==> src/rtl/item_stack_with_swap_and_roll_assert.svh <==
// assertion macros for the stack sequencer
`ifndef ITEM_STACK_WITH_SWAP_AND_ROLL_ASSERT_SVH
`define ITEM_STACK_WITH_SWAP_AND_ROLL_ASSERT_SVH

// same-cycle implication
`define ISWR_ASSERT_SAME(label, clk, rst, ante, cons) \
   label: assert property (@(posedge clk) disable iff (rst) (ante) |-> (cons)) \
      else $error("stack sequencer check failed");

// next-cycle implication
`define ISWR_ASSERT_NEXT(label, clk, rst, ante, cons) \
   label: assert property (@(posedge clk) disable iff (rst) (ante) |=> (cons)) \
      else $error("stack sequencer check failed");

`endif

==> src/rtl/iswr_pkg.sv <==
`default_nettype none

package iswr_pkg;

   // stack geometry
   localparam int unsigned DEPTH   = 16;
   localparam int unsigned ITEM_W  = 32;
   localparam int unsigned POS_W   = 4;
   localparam int unsigned KIND_W  = 3;
   localparam int unsigned ADDR_W  = $clog2(DEPTH);
   localparam int unsigned COUNT_W = $clog2(DEPTH + 1);

   // operation codes
   typedef enum logic [KIND_W-1:0] {
      KIND_PUSH       = 3'd0,
      KIND_POP        = 3'd1,
      KIND_SWAP       = 3'd2,
      KIND_ROLL_LEFT  = 3'd3,
      KIND_ROLL_RIGHT = 3'd4,
      KIND_READ_AT    = 3'd5
   } kind_type;

   // memory access from the sequencer
   typedef struct packed {
      logic              wr_en;
      logic [ADDR_W-1:0] wr_addr;
      logic [ITEM_W-1:0] wr_data;
      logic [ADDR_W-1:0] rd_addr;
   } mem_req_type;

   // finished result offered to the output register
   typedef struct packed {
      logic               valid;
      logic [ITEM_W-1:0]  item;
      logic               item_valid;
      logic [COUNT_W-1:0] count;
      logic               overflow;
   } done_type;

endpackage

`default_nettype wire

==> src/rtl/iswr_ram.sv <==
`default_nettype none

module iswr_ram #(
   parameter int unsigned WIDTH  = 32,
   parameter int unsigned DEPTH  = 16,
   parameter int unsigned ADDR_W = $clog2(DEPTH)
) (
   input  wire logic              clock,
   input  wire logic              wr_en,
   input  wire logic [ADDR_W-1:0] wr_addr,
   input  wire logic [WIDTH-1:0]  wr_data,
   input  wire logic [ADDR_W-1:0] rd_addr,
   output logic      [WIDTH-1:0]  rd_data
);

   logic [WIDTH-1:0] mem [DEPTH];

   // one write port, one registered read port
   always_ff @(posedge clock) begin
      if (wr_en) begin
         mem[wr_addr] <= wr_data;
      end
      rd_data <= mem[rd_addr];
   end

endmodule

`default_nettype wire

==> src/rtl/iswr_seq.sv <==
`default_nettype none
`include "item_stack_with_swap_and_roll_assert.svh"

module iswr_seq (
   input  wire logic                                 clock,
   input  wire logic                                 reset,
   input  wire logic                                 cmd_valid,
   output logic                                      cmd_ready,
   input  wire logic [iswr_pkg::KIND_W-1:0]          cmd_kind,
   input  wire logic [iswr_pkg::ITEM_W-1:0]          cmd_value,
   input  wire logic [iswr_pkg::POS_W-1:0]           cmd_pos,
   output iswr_pkg::mem_req_type                     mem_req,
   input  wire logic [iswr_pkg::ITEM_W-1:0]          rd_data,
   output iswr_pkg::done_type                        done,
   input  wire logic                                 out_free
);

   typedef enum logic [2:0] {
      ST_IDLE,
      ST_EXEC,
      ST_LOAD,
      ST_SAVE,
      ST_MOVE,
      ST_END,
      ST_FIN
   } state_type;

   state_type                         state_ff, state_in;
   logic [iswr_pkg::COUNT_W-1:0]      count_ff, count_in;
   iswr_pkg::kind_type                kind_ff, kind_in;
   logic [iswr_pkg::ITEM_W-1:0]       value_ff, value_in;
   logic [iswr_pkg::POS_W-1:0]        pos_ff, pos_in;
   logic [iswr_pkg::ADDR_W-1:0]       rd_ptr_ff, rd_ptr_in;
   logic [iswr_pkg::ADDR_W-1:0]       wr_ptr_ff, wr_ptr_in;
   logic [iswr_pkg::ADDR_W-1:0]       end_ptr_ff, end_ptr_in;
   logic [iswr_pkg::ITEM_W-1:0]       hold_ff, hold_in;
   logic [iswr_pkg::ITEM_W-1:0]       res_item_ff, res_item_in;
   logic                              res_valid_ff, res_valid_in;
   logic                              res_ovf_ff, res_ovf_in;

   logic [iswr_pkg::COUNT_W-1:0]      pos_ext;
   logic [iswr_pkg::ADDR_W-1:0]       top_addr;
   logic [iswr_pkg::ADDR_W-1:0]       below_top_addr;
   logic [iswr_pkg::ADDR_W-1:0]       other_addr;
   logic                              move_left;
   logic                              move_last;

   // addresses derived from the fill level
   assign pos_ext        = iswr_pkg::COUNT_W'(pos_ff);
   assign top_addr       = iswr_pkg::ADDR_W'(count_ff - iswr_pkg::COUNT_W'(1));
   assign below_top_addr = iswr_pkg::ADDR_W'(count_ff - iswr_pkg::COUNT_W'(2));
   assign other_addr     = iswr_pkg::ADDR_W'(count_ff - iswr_pkg::COUNT_W'(1) - pos_ext);

   // roll left walks downwards, roll right and swap upwards
   assign move_left = (kind_ff == iswr_pkg::KIND_ROLL_LEFT);
   assign move_last = (kind_ff == iswr_pkg::KIND_SWAP)
                   || (move_left && (wr_ptr_ff == iswr_pkg::ADDR_W'(1)))
                   || ((kind_ff == iswr_pkg::KIND_ROLL_RIGHT) && (wr_ptr_ff == below_top_addr));

   // next-state and memory access decode
   always_comb begin
      state_in     = state_ff;
      count_in     = count_ff;
      kind_in      = kind_ff;
      value_in     = value_ff;
      pos_in       = pos_ff;
      rd_ptr_in    = rd_ptr_ff;
      wr_ptr_in    = wr_ptr_ff;
      end_ptr_in   = end_ptr_ff;
      hold_in      = hold_ff;
      res_item_in  = res_item_ff;
      res_valid_in = res_valid_ff;
      res_ovf_in   = res_ovf_ff;

      cmd_ready       = 1'b0;
      mem_req.wr_en   = 1'b0;
      mem_req.wr_addr = wr_ptr_ff;
      mem_req.wr_data = rd_data;
      mem_req.rd_addr = rd_ptr_ff;

      case (state_ff)
         ST_IDLE: begin
            cmd_ready = 1'b1;
            if (cmd_valid) begin
               kind_in  = iswr_pkg::kind_type'(cmd_kind);
               value_in = cmd_value;
               pos_in   = cmd_pos;
               state_in = ST_EXEC;
            end
         end

         ST_EXEC: begin
            res_item_in  = '0;
            res_valid_in = 1'b0;
            res_ovf_in   = 1'b0;
            state_in     = ST_FIN;
            case (kind_ff)
               iswr_pkg::KIND_PUSH: begin
                  if (count_ff < iswr_pkg::COUNT_W'(iswr_pkg::DEPTH)) begin
                     mem_req.wr_en   = 1'b1;
                     mem_req.wr_addr = count_ff[iswr_pkg::ADDR_W-1:0];
                     mem_req.wr_data = value_ff;
                     count_in        = count_ff + iswr_pkg::COUNT_W'(1);
                  end else begin
                     res_ovf_in = 1'b1;
                  end
               end
               iswr_pkg::KIND_POP: begin
                  if (count_ff != '0) begin
                     count_in        = count_ff - iswr_pkg::COUNT_W'(1);
                     mem_req.rd_addr = top_addr;
                     state_in        = ST_LOAD;
                  end
               end
               iswr_pkg::KIND_READ_AT: begin
                  if (pos_ext < count_ff) begin
                     mem_req.rd_addr = other_addr;
                     state_in        = ST_LOAD;
                  end
               end
               iswr_pkg::KIND_SWAP: begin
                  if ((pos_ff != '0) && (pos_ext < count_ff)) begin
                     mem_req.rd_addr = top_addr;
                     rd_ptr_in       = other_addr;
                     wr_ptr_in       = top_addr;
                     end_ptr_in      = other_addr;
                     state_in        = ST_SAVE;
                  end
               end
               iswr_pkg::KIND_ROLL_LEFT: begin
                  if (count_ff > iswr_pkg::COUNT_W'(1)) begin
                     mem_req.rd_addr = top_addr;
                     rd_ptr_in       = top_addr - iswr_pkg::ADDR_W'(1);
                     wr_ptr_in       = top_addr;
                     end_ptr_in      = '0;
                     state_in        = ST_SAVE;
                  end
               end
               iswr_pkg::KIND_ROLL_RIGHT: begin
                  if (count_ff > iswr_pkg::COUNT_W'(1)) begin
                     mem_req.rd_addr = '0;
                     rd_ptr_in       = iswr_pkg::ADDR_W'(1);
                     wr_ptr_in       = '0;
                     end_ptr_in      = top_addr;
                     state_in        = ST_SAVE;
                  end
               end
               default: begin
               end
            endcase
         end

         // read data of pop or read at arrives
         ST_LOAD: begin
            res_item_in  = rd_data;
            res_valid_in = 1'b1;
            state_in     = ST_FIN;
         end

         // keep the item that is displaced, start reading ahead
         ST_SAVE: begin
            hold_in         = rd_data;
            mem_req.rd_addr = rd_ptr_ff;
            rd_ptr_in       = move_left ? rd_ptr_ff - iswr_pkg::ADDR_W'(1)
                                        : rd_ptr_ff + iswr_pkg::ADDR_W'(1);
            state_in        = ST_MOVE;
         end

         // write back the entry read last cycle, read the next one
         ST_MOVE: begin
            mem_req.wr_en   = 1'b1;
            mem_req.wr_addr = wr_ptr_ff;
            mem_req.wr_data = rd_data;
            mem_req.rd_addr = rd_ptr_ff;
            rd_ptr_in       = move_left ? rd_ptr_ff - iswr_pkg::ADDR_W'(1)
                                        : rd_ptr_ff + iswr_pkg::ADDR_W'(1);
            wr_ptr_in       = move_left ? wr_ptr_ff - iswr_pkg::ADDR_W'(1)
                                        : wr_ptr_ff + iswr_pkg::ADDR_W'(1);
            if (move_last) begin
               state_in = ST_END;
            end
         end

         // the saved item lands at the far end
         ST_END: begin
            mem_req.wr_en   = 1'b1;
            mem_req.wr_addr = end_ptr_ff;
            mem_req.wr_data = hold_ff;
            state_in        = ST_FIN;
         end

         ST_FIN: begin
            if (out_free) begin
               state_in = ST_IDLE;
            end
         end

         default: begin
            state_in = ST_IDLE;
         end
      endcase
   end

   // result offered to the output register
   always_comb begin
      done.valid      = (state_ff == ST_FIN);
      done.item       = res_item_ff;
      done.item_valid = res_valid_ff;
      done.count      = count_ff;
      done.overflow   = res_ovf_ff;
   end

   // state and registered values
   always_ff @(posedge clock) begin
      if (reset) begin
         state_ff <= ST_IDLE;
         count_ff <= '0;
      end else begin
         state_ff <= state_in;
         count_ff <= count_in;
      end
      kind_ff      <= kind_in;
      value_ff     <= value_in;
      pos_ff       <= pos_in;
      rd_ptr_ff    <= rd_ptr_in;
      wr_ptr_ff    <= wr_ptr_in;
      end_ptr_ff   <= end_ptr_in;
      hold_ff      <= hold_in;
      res_item_ff  <= res_item_in;
      res_valid_ff <= res_valid_in;
      res_ovf_ff   <= res_ovf_in;
   end

   // fill level never passes the memory depth
   `ISWR_ASSERT_SAME(a_count_bound, clock, reset, 1'b1, count_ff <= iswr_pkg::COUNT_W'(iswr_pkg::DEPTH))
   // the memory is left alone between transactions
   `ISWR_ASSERT_SAME(a_idle_no_write, clock, reset, state_ff == ST_IDLE, !mem_req.wr_en)
   // only the dispatch step alters the fill level
   `ISWR_ASSERT_NEXT(a_count_hold, clock, reset, state_ff != ST_EXEC, $stable(count_ff))

endmodule

`default_nettype wire

==> src/rtl/item_stack_with_swap_and_roll.sv <==
// channel   | direction | handshake         | payload
// req_      | in        | req_valid/ready   | kind, push_value, position
// rsp_      | out       | rsp_valid/ready   | item_out, item_valid, count_now, overflow
//
// push, unused codes and any operation that changes nothing go from dispatch to
// the final step; pop and read at returning an item pass a load step. swap and
// rolls pass save, move (repeated in rolls) and end, moving each item once.
// reset is synchronous and empties the stack; stored words are not cleared.
// a new request is taken only once the previous result sits in the output
// register; a stalled output holds the sequencer in its final step.
`default_nettype none

module item_stack_with_swap_and_roll (
   input  wire logic                                clock,
   input  wire logic                                reset,
   input  wire logic                                req_valid,
   output logic                                     req_ready,
   input  wire logic [iswr_pkg::KIND_W-1:0]         req_kind,
   input  wire logic [iswr_pkg::ITEM_W-1:0]         req_push_value,
   input  wire logic [iswr_pkg::POS_W-1:0]          req_position,
   output logic                                     rsp_valid,
   input  wire logic                                rsp_ready,
   output logic      [iswr_pkg::ITEM_W-1:0]         rsp_item_out,
   output logic                                     rsp_item_valid,
   output logic      [iswr_pkg::COUNT_W-1:0]        rsp_count_now,
   output logic                                     rsp_overflow
);

   iswr_pkg::mem_req_type            mem_req;
   iswr_pkg::done_type               done;
   logic [iswr_pkg::ITEM_W-1:0]      rd_data;
   logic                             out_free;

   logic                             rsp_valid_ff, rsp_valid_in;
   logic [iswr_pkg::ITEM_W-1:0]      rsp_item_ff, rsp_item_in;
   logic                             rsp_item_valid_ff, rsp_item_valid_in;
   logic [iswr_pkg::COUNT_W-1:0]     rsp_count_ff, rsp_count_in;
   logic                             rsp_overflow_ff, rsp_overflow_in;

   // item store
   iswr_ram #(
      .WIDTH (iswr_pkg::ITEM_W),
      .DEPTH (iswr_pkg::DEPTH)
   ) u_ram (
      .clock   (clock),
      .wr_en   (mem_req.wr_en),
      .wr_addr (mem_req.wr_addr),
      .wr_data (mem_req.wr_data),
      .rd_addr (mem_req.rd_addr),
      .rd_data (rd_data)
   );

   // operation sequencer
   iswr_seq u_seq (
      .clock     (clock),
      .reset     (reset),
      .cmd_valid (req_valid),
      .cmd_ready (req_ready),
      .cmd_kind  (req_kind),
      .cmd_value (req_push_value),
      .cmd_pos   (req_position),
      .mem_req   (mem_req),
      .rd_data   (rd_data),
      .done      (done),
      .out_free  (out_free)
   );

   // output register loads when empty or drained this cycle
   assign out_free = !rsp_valid_ff || rsp_ready;

   always_comb begin
      rsp_valid_in      = rsp_valid_ff;
      rsp_item_in       = rsp_item_ff;
      rsp_item_valid_in = rsp_item_valid_ff;
      rsp_count_in      = rsp_count_ff;
      rsp_overflow_in   = rsp_overflow_ff;
      if (out_free) begin
         rsp_valid_in = done.valid;
         if (done.valid) begin
            rsp_item_in       = done.item;
            rsp_item_valid_in = done.item_valid;
            rsp_count_in      = done.count;
            rsp_overflow_in   = done.overflow;
         end
      end
   end

   always_ff @(posedge clock) begin
      if (reset) begin
         rsp_valid_ff <= 1'b0;
      end else begin
         rsp_valid_ff <= rsp_valid_in;
      end
      rsp_item_ff       <= rsp_item_in;
      rsp_item_valid_ff <= rsp_item_valid_in;
      rsp_count_ff      <= rsp_count_in;
      rsp_overflow_ff   <= rsp_overflow_in;
   end

   assign rsp_valid      = rsp_valid_ff;
   assign rsp_item_out   = rsp_item_ff;
   assign rsp_item_valid = rsp_item_valid_ff;
   assign rsp_count_now  = rsp_count_ff;
   assign rsp_overflow   = rsp_overflow_ff;

endmodule

`default_nettype wire
==> config.mk <==
export PLATFORM = sky130hd
export DESIGN_NAME = item_stack_with_swap_and_roll
export DESIGN_NICKNAME = d
export VERILOG_FILES = /design/src/rtl/iswr_pkg.sv /design/src/rtl/iswr_ram.sv /design/src/rtl/iswr_seq.sv /design/src/rtl/item_stack_with_swap_and_roll.sv
export VERILOG_INCLUDE_DIRS = /design/src /design/src/rtl
export SDC_FILE = /design/constraint.sdc
export NUM_CORES = 1
export LEC_CHECK = 0
export BUFFER_PORTS_ARGS = -buffer_cell sky130_fd_sc_hd__buf_4
export CELL_PAD_IN_SITES_DETAIL_PLACEMENT = 0
export CELL_PAD_IN_SITES_GLOBAL_PLACEMENT = 1
export CORE_ASPECT_RATIO = 0.5
export CORE_UTILIZATION = 49
export CTS_BUF_LIST = sky130_fd_sc_hd__clkbuf_8
export CTS_CLUSTER_SIZE = 8
export DETAILED_ROUTE_END_ITERATION = 10
export PLACE_DENSITY = 0.88
export SLEW_MARGIN = 20
export SYNTH_ARGS = -nofsm -noshare
export SYNTH_HDL_FRONTEND = slang
export SYNTH_SLANG_ARGS = --single-unit
export TNS_END_PERCENT = 50
==> constraint.sdc <==
create_clock -name clock -period 3.8 [get_ports clock]
set_input_delay 0.57 -clock clock [delete_from_list [all_inputs] [get_ports clock]]
set_output_delay 0.57 -clock clock [all_outputs]
set_load 0.1 [all_outputs]
==> results.yml, run 1 <==
run_status:
  outcome: "completed"
setup_path:
  crit_chain: "inv_1 > ha_1 > a21boi_0 > o21a_1 > a21o_1 > a2111oi_2 > or3_4 > buf_12 > a21oi_1 > a221oi_1 > a21oi_1 > o211ai_1"
  max_stage_delay_ns: 0.62
  path_buf_inv: 2
  path_delay_family: "compound AO/OA/AOI/OAI gates"
  r2r_cells: 12
  crit_required_ns: 4.41
  cpMostUsedCell: "a21oi_1"
  cp-end-kind: "flip-flop"
  r2r-end: "u_ram.rd_data[1]"
  r2r_slack_ns: 0.21
  worstSetupStartpointType: "flip-flop"
  criticalPathCategory: "flip-flop to flip-flop"
  cp.arrival_ns: 4.20
  worstReg2RegStart: "u_seq.count_ff[2]"
  cp_slowest_cell: "a2111oi_2"
  cp_max_fo: 65
logic_synthesis:
  synth_cell_types: 62
  syn_inst: 2048
  syn_area_per_cell_um2: 13.66
  synthArstFlopShare: 0
  dominantRegCellSynth: "edfxtp_1"
  synth_area_leaders: "edfxtp_1 72%, nand2_1 5.4%, nand3_1 3.6%, a21oi_1 3.3%, dfxtp_1 2.9%"
  syn_nets: 2112
  ys_seq_area_frac: 0.7464
  synth_top_cell_by_area: "edfxtp_1"
  ys_warn_count: 0
  synth_edf_count: 668
  syn-cell-area_um2: 27970
  ys_ff_latch: 709
  synth_top_cell_area_share: 0.7171
sta:
  period_needed_ns: 3.595
  rsz0062_at_grt: "no"
  period_share: 0.9460
  hold_viol_final: 0
  worst_pin_slew_ns: 0.9079
  fin_worst_skew_ns: 0.02552
  setup_viol: 0
  max-slew-margin-rel: 0.3948
  fmax_mhz: 278.2
  drv_slew: 0
  whs_ns: 0.06125
cells_and_area:
  areaGrowthSynthToFinish_pct: 14.54
  num-fill-cells: 4247
  final_area_um2: 32040
  final_nets: 2260
  drive_gt1_frac: 0.1501
  layout_common_cells: "668 x edfxtp_1, 404 x nand2_1, 200 x nand3_1, 184 x a21oi_1, 148 x buf_4"
  mostFrequentLayoutCell: "edfxtp_1"
place:
  placed_area_um2: 30200
  gp_congestion: 0.9070
  io_buffers: 83
  dp_hpwl_um: 41690
power_and_ir_drop:
  vdd_drop_max_uv: 659.1
  p_sw_w: 0.01014
  power.share.switching: 0.3813
  p_int_w: 0.01645
  p_comb_frac: 0.370
  seqPwrFrac: 0.430
  pwr-share-clk: 0.200
  power_leakage_nw: 11.31
  power_density_nw_per_um2: 829.7
global_route:
  grt_pass1_wl_um: 105000
  grt_max_degree: 66
  grt_usage: 0.2407
  grt_overflow_total: 0
  grt_pass1_vias: 17520
  antenna_found_initial: 1
floorplan:
  dieArea_um2: 58110
  die_w_um: 339.9
  row_count: 61
  initial_core_util: 0.5000
  die_h_um: 171.0
  core_um2: 55940
  ios: 84
job:
  drv_cap: 0
routing:
  vias_per_cell: 6.007
  drc: 0
  via_count: 18200
  ant_nets: 0
  drt_iter0_markers: 2832
  wl_per_cell_um: 23.24
  wl_um: 70380
  drt_first_pass_iters: 7
clocking:
  clockBufferDepth: 3
  cts_setup_buffers: 0
  cts_max_level: 3
  clk_pin_slew_ns: 0.07
  cts-resized-gates: 0
  clkLatencyLatePin_ns: 0.68
  cts_tree: "yes"
  cts_sinks: 709
  numCtsBuffers: 101
  ctsHoldBuffers: 0
  cts-root-buf: "clkbuf_8"
worst_hold_path:
  hold_end: "u_seq.value_ff[14]"
  worstHoldStart: "req_push_value[14]"
  hp-class: "primary input to flip-flop"
  hold_path_depth: 1
[power groups by stage]
stage	sequential [W]	clock, W	combinational (W)
after floorplan	0.0114	0	0.00616
after global placement	0.0115	0	0.00933
after detailed placement	0.0116	0	0.00954
after CTS	0.0114	0.00536	0.00960
after global routing	0.0115	0.00570	0.0106
final	0.0114	0.00531	0.00985
[synth_stat cells (all sizes together), types with 2 or more instances]
cell type / count
fa: 2
and2: 36
nand2: 404
nand4: 3
a31oi: 6
and3b: 2
o211ai: 33
a22oi: 32
o21a: 4
nor2b: 6
a21boi: 3
clkbuf: 60
a21o: 2
dfxtp: 41
o22ai: 9
buf: 77
nor4: 3
or2: 2
o31ai: 3
a2111oi: 3
or3: 2
a21oi: 184
mux2i: 2
xnor2: 12
and3: 2
o41ai: 3
a222oi: 35
nand2b: 6
nand3b: 3
xor2: 8
inv: 51
ha: 19
a211oi: 6
nand3: 200
edfxtp: 668
a221oi: 33
o21ai: 20
nor3: 8
or4: 2
or3b: 3
nor2: 41
[worst reg2reg max path, stage by stage (launching register included)]
cell	delay (ns)
dfxtp_1	0.44
inv_1	0.16
ha_1	0.24
a21boi_0	0.17
o21a_1	0.31
a21o_1	0.24
a2111oi_2	0.63
or3_4	0.29
buf_12	0.29
a21oi_1	0.17
a221oi_1	0.33
a21oi_1	0.10
o211ai_1	0.17
[area by class of cell]
| cell class | instances | area (um2) | area share |
|---|---|---|---|
| sequential | 709 | 20880 | 0.6517 |
| antenna | 1 | 2.502 | 0.00007810 |
| inverter | 51 | 191.4 | 0.005975 |
| multi-input combinational | 1151 | 6464 | 0.2017 |
| tap | 756 | 945.9 | 0.02952 |
| timing repair buffer | 182 | 1799 | 0.05615 |
| clock inverter | 74 | 312.8 | 0.009763 |
| clock buffer | 105 | 1445 | 0.04510 |
[flip-flops by register name, summed over array words and instances (netlist names)]
register,cells
rsp_count_now,5
rsp_item_out,32
rsp_item_valid,1
rsp_overflow,1
rsp_valid,1
u_ram.mem,512
u_ram.rd_data,32
u_seq.count_ff,5
u_seq.end_ptr_ff,4
u_seq.hold_ff,32
u_seq.kind_ff,3
u_seq.pos_ff,4
u_seq.rd_ptr_ff,4
u_seq.res_item_ff,32
u_seq.res_ovf_ff,1
u_seq.res_valid_ff,1
u_seq.state_ff,3
u_seq.value_ff,32
u_seq.wr_ptr_ff,4
[layer usage]
metal,up-vias,track usage,share of wire
met5,-,0,0
li1,7948,-,-
met3,136,0.05567,0.12
met4,0,0.07344,0.022
met2,1147,0.3679,0.45
met1,8965,0.3439,0.41
[cell families (layout without fill, tap and decap cells)]
| family | Yosys count | in the layout | synth area share |
|---|---|---|---|
| AO/OA/AOI/OAI | 381 | 381 | 0.09143 |
| XOR/XNOR | 20 | 20 | 0.006262 |
| adder cells (fa/ha/maj) | 21 | 21 | 0.009930 |
| buffers and inverters | 188 | 412 | 0.03024 |
| flip-flops | 709 | 709 | 0.7464 |
| multiplexers | 3 | 3 | 0.001118 |
| other | 0 | 1 | 0 |
| AND/OR/NAND/NOR | 726 | 726 | 0.1146 |
[stage by stage]
| stage | power (W) | setup slack, ns | utilization | std cells | TNS, ns |
|---|---|---|---|---|---|
| 2_1_floorplan | 0.01754 | -0.2177 | - | 2048 | -91.78 |
| 3_3_place_gp | 0.02085 | 0.3678 | 0.5398 | 2844 | 0 |
| 3_5_place_dp | 0.02109 | 0.2017 | 0.5398 | 2844 | 0 |
| 4_1_cts | 0.02636 | 0.1529 | 0.5712 | 3023 | 0 |
| 5_1_grt | 0.02780 | 0.01925 | 0.5727 | 3029 | 0 |
| 6_report | 0.02658 | 0.2054 | 0.5727 | 3029 | 0 |
[worst max-delay path by stage]
| stage | from | to | slack (ns) | depth (start not counted) |
|---|---|---|---|---|
| 2_1_floorplan | u_seq.kind_ff[0] | u_ram.mem[2][0] | -0.22 | 7 |
| 3_3_place_gp | u_seq.count_ff[2] | u_ram.rd_data[4] | 0.37 | 12 |
| 3_5_place_dp | u_seq.count_ff[2] | u_ram.rd_data[25] | 0.20 | 12 |
| 4_1_cts | u_seq.count_ff[2] | u_ram.rd_data[25] | 0.15 | 12 |
| 5_1_grt | u_seq.count_ff[2] | u_ram.rd_data[1] | 0.02 | 12 |
| 6_report | u_seq.count_ff[2] | u_ram.rd_data[1] | 0.21 | 12 |
Power figures use the tool's default switching activity.
==> inputs of run 2 (changes only) <==
--- a/config.mk
+++ b/config.mk
@@ -15,6 +15,7 @@
 export CTS_CLUSTER_SIZE = 8
 export DETAILED_ROUTE_END_ITERATION = 10
 export PLACE_DENSITY = 0.88
+export REMOVE_ABC_BUFFERS = 1
 export SLEW_MARGIN = 20
 export SYNTH_ARGS = -nofsm -noshare
 export SYNTH_HDL_FRONTEND = slang
==> run 2 against run 1 <==
Fmax grew 0.69%. Count of clock-buffer cells in the layout is the same. Worst hold slack lost 0.025 ns. Power shrank 0.56%. Global-route usage shrank 0.97 points. Via count shrank 1.3%. Critical path type unchanged. Largest cell class unchanged.
==> results.yml, run 2 (synthesized netlist as in run 1, its figures left out) <==
setup_path:
  cp_slowest_cell: "o41ai_4"
  cpMostUsedCell: "a21oi_1"
  worstSetupStartpointType: "flip-flop"
  crit_required_ns: 4.43
  cp.arrival_ns: 4.20
  max_stage_delay_ns: 0.42
  crit_chain: "inv_1 > ha_1 > a21oi_1 > or2_0 > a21boi_0 > o41ai_4 > buf_4 > o21a_2 > buf_4 > a21oi_1 > a221oi_1 > a21oi_1 > o211ai_1"
  cp_max_fo: 11
  criticalPathCategory: "flip-flop to flip-flop"
  r2r_slack_ns: 0.23
  path_buf_inv: 3
  cp-end-kind: "flip-flop"
  path_delay_family: "compound AO/OA/AOI/OAI gates"
cells_and_area:
  areaGrowthSynthToFinish_pct: 15.19
  num-fill-cells: 4250
  layout_common_cells: "668 x edfxtp_1, 404 x nand2_1, 200 x nand3_1, 184 x a21oi_1, 154 x buf_4"
  final_core_util: 0.5759
  largest_reg_flops: 512
  final_nets: 2272
  drive_gt1_frac: 0.1528
  regMostFlops: "u_ram.mem"
  final_area_um2: 32220
  mostFrequentLayoutCell: "edfxtp_1"
  layout.cells.non_filler: 3048
global_route:
  grt_pass1_wl_um: 101300
  grt_max_degree: 65
  antenna_found_initial: 1
  grt_pass1_vias: 16900
  grt_overflow_total: 0
  grt_usage: 0.2310
clocking:
  clkLatencyLatePin_ns: 0.71
  clk_pin_slew_ns: 0.07
  cts_max_level: 3
  cts_sinks: 709
  numCtsBuffers: 102
  cts-root-buf: "clkbuf_8"
  clockBufferDepth: 3
  cts_tree: "yes"
place:
  io_buffers: 83
  gp_congestion: 0.8777
  placed_area_um2: 30250
  dp_hpwl_um: 38790
  dp_cells: 2848
  dp_slack_ns: -0.02306
worst_hold_path:
  hp-class: "primary input to flip-flop"
routing:
  vias_per_cell: 5.892
  ant_nets: 0
  drt_first_pass_iters: 6
  drc: 0
  via_count: 17960
  wl_um: 68060
  drt_iter0_markers: 2449
  wl_per_cell_um: 22.33
power_and_ir_drop:
  power_density_nw_per_um2: 820.5
  vdd_drop_max_uv: 499.8
  power_leakage_nw: 11.41
sta:
  setup_viol: 0
  setup_slack_ns: 0.2301
  period_needed_ns: 3.570
  max-slew-margin-rel: 0.4838
  fmax_mhz: 280.1
  finalSetupTns_ns: 0
  drv_slew: 0
  fin_worst_skew_ns: 0.03972
  worst_pin_slew_ns: 0.7742
  period_share: 0.9394
  rsz0062_at_grt: "no"
  hold_viol_final: 0
floorplan:
  die_h_um: 171.0
  row_count: 61
  dieArea_um2: 58110
  initial_core_util: 0.5000
  die_w_um: 339.9
  ios: 84
  core_um2: 55940
job:
  drv_cap: 0
run_status:
  outcome: "completed"
==> run 2: changes by cell type in the layout (fill, tap and decap cells not counted), moves of 2 or more <==
cell           previous run  this run
inv_1                   119       124
clkinv_1                  0         2
clkinvlp_4                2         0
dlygate4sd3_1             0         4
inv_8                     0         2
buf_4                   148       154
==> run 2: area by class of cell <==
class / instances / area (um2) / area share
clock inverter: 82 / 384.1 / 0.01192
antenna: 1 / 2.502 / 0.00007766
tap: 756 / 945.9 / 0.02936
clock buffer: 105 / 1445 / 0.04485
sequential: 709 / 20880 / 0.6481
multi-input combinational: 1152 / 6486 / 0.2013
inverter: 51 / 191.4 / 0.005941
timing repair buffer: 192 / 1884 / 0.05848
==> run 2: metrics by stage <==
step,total power (W),hold WS (ns)
floorplan,0.01717,0.4003
global placement,0.02062,0.4019
detailed placement,0.02090,0.4045
CTS,0.02627,0.001040
global route,0.02778,0.0005324
finish,0.02644,0.03623
==> run 2: worst paths after layout <==
| kind | cells after the start | from | end |
|---|---|---|---|
| hold / removal | 1 | req_push_value[16] | u_seq.value_ff[16] |
| setup reg to reg | 13 | u_seq.count_ff[3] | u_ram.rd_data[3] |
| setup / recovery | 13 | u_seq.count_ff[3] | u_ram.rd_data[3] |
| hold reg to reg | 0 | u_seq.res_item_ff[0] | rsp_item_out[0] |
==> run 2: where the power goes <==
part	internal, W	switching, W
logic	0.00304	0.00664
clock network	0.00259	0.00286
registers	0.0109	0.000448
==> run 2: timing repair <==
item / 4_1_cts / 5_1_grt
buffers inserted: 0 / 7
endpoints found under the hold margin: 2 / 2
hold buffers: 2 / 2
cloned: 0 / 1
pin swaps: 0 / 2
endpoints found under the setup margin: 4 / 32
gates resized for setup: 1 / 3
==> run 2: per-layer routing <==
layer,wire length [um],vias to the layer above,global-route usage
met2,31290,977,0.3646
met4,1114,0,0.06150
met1,28740,8897,0.3323
met5,0,-,0
li1,-,7983,-
met3,6916,101,0.04100
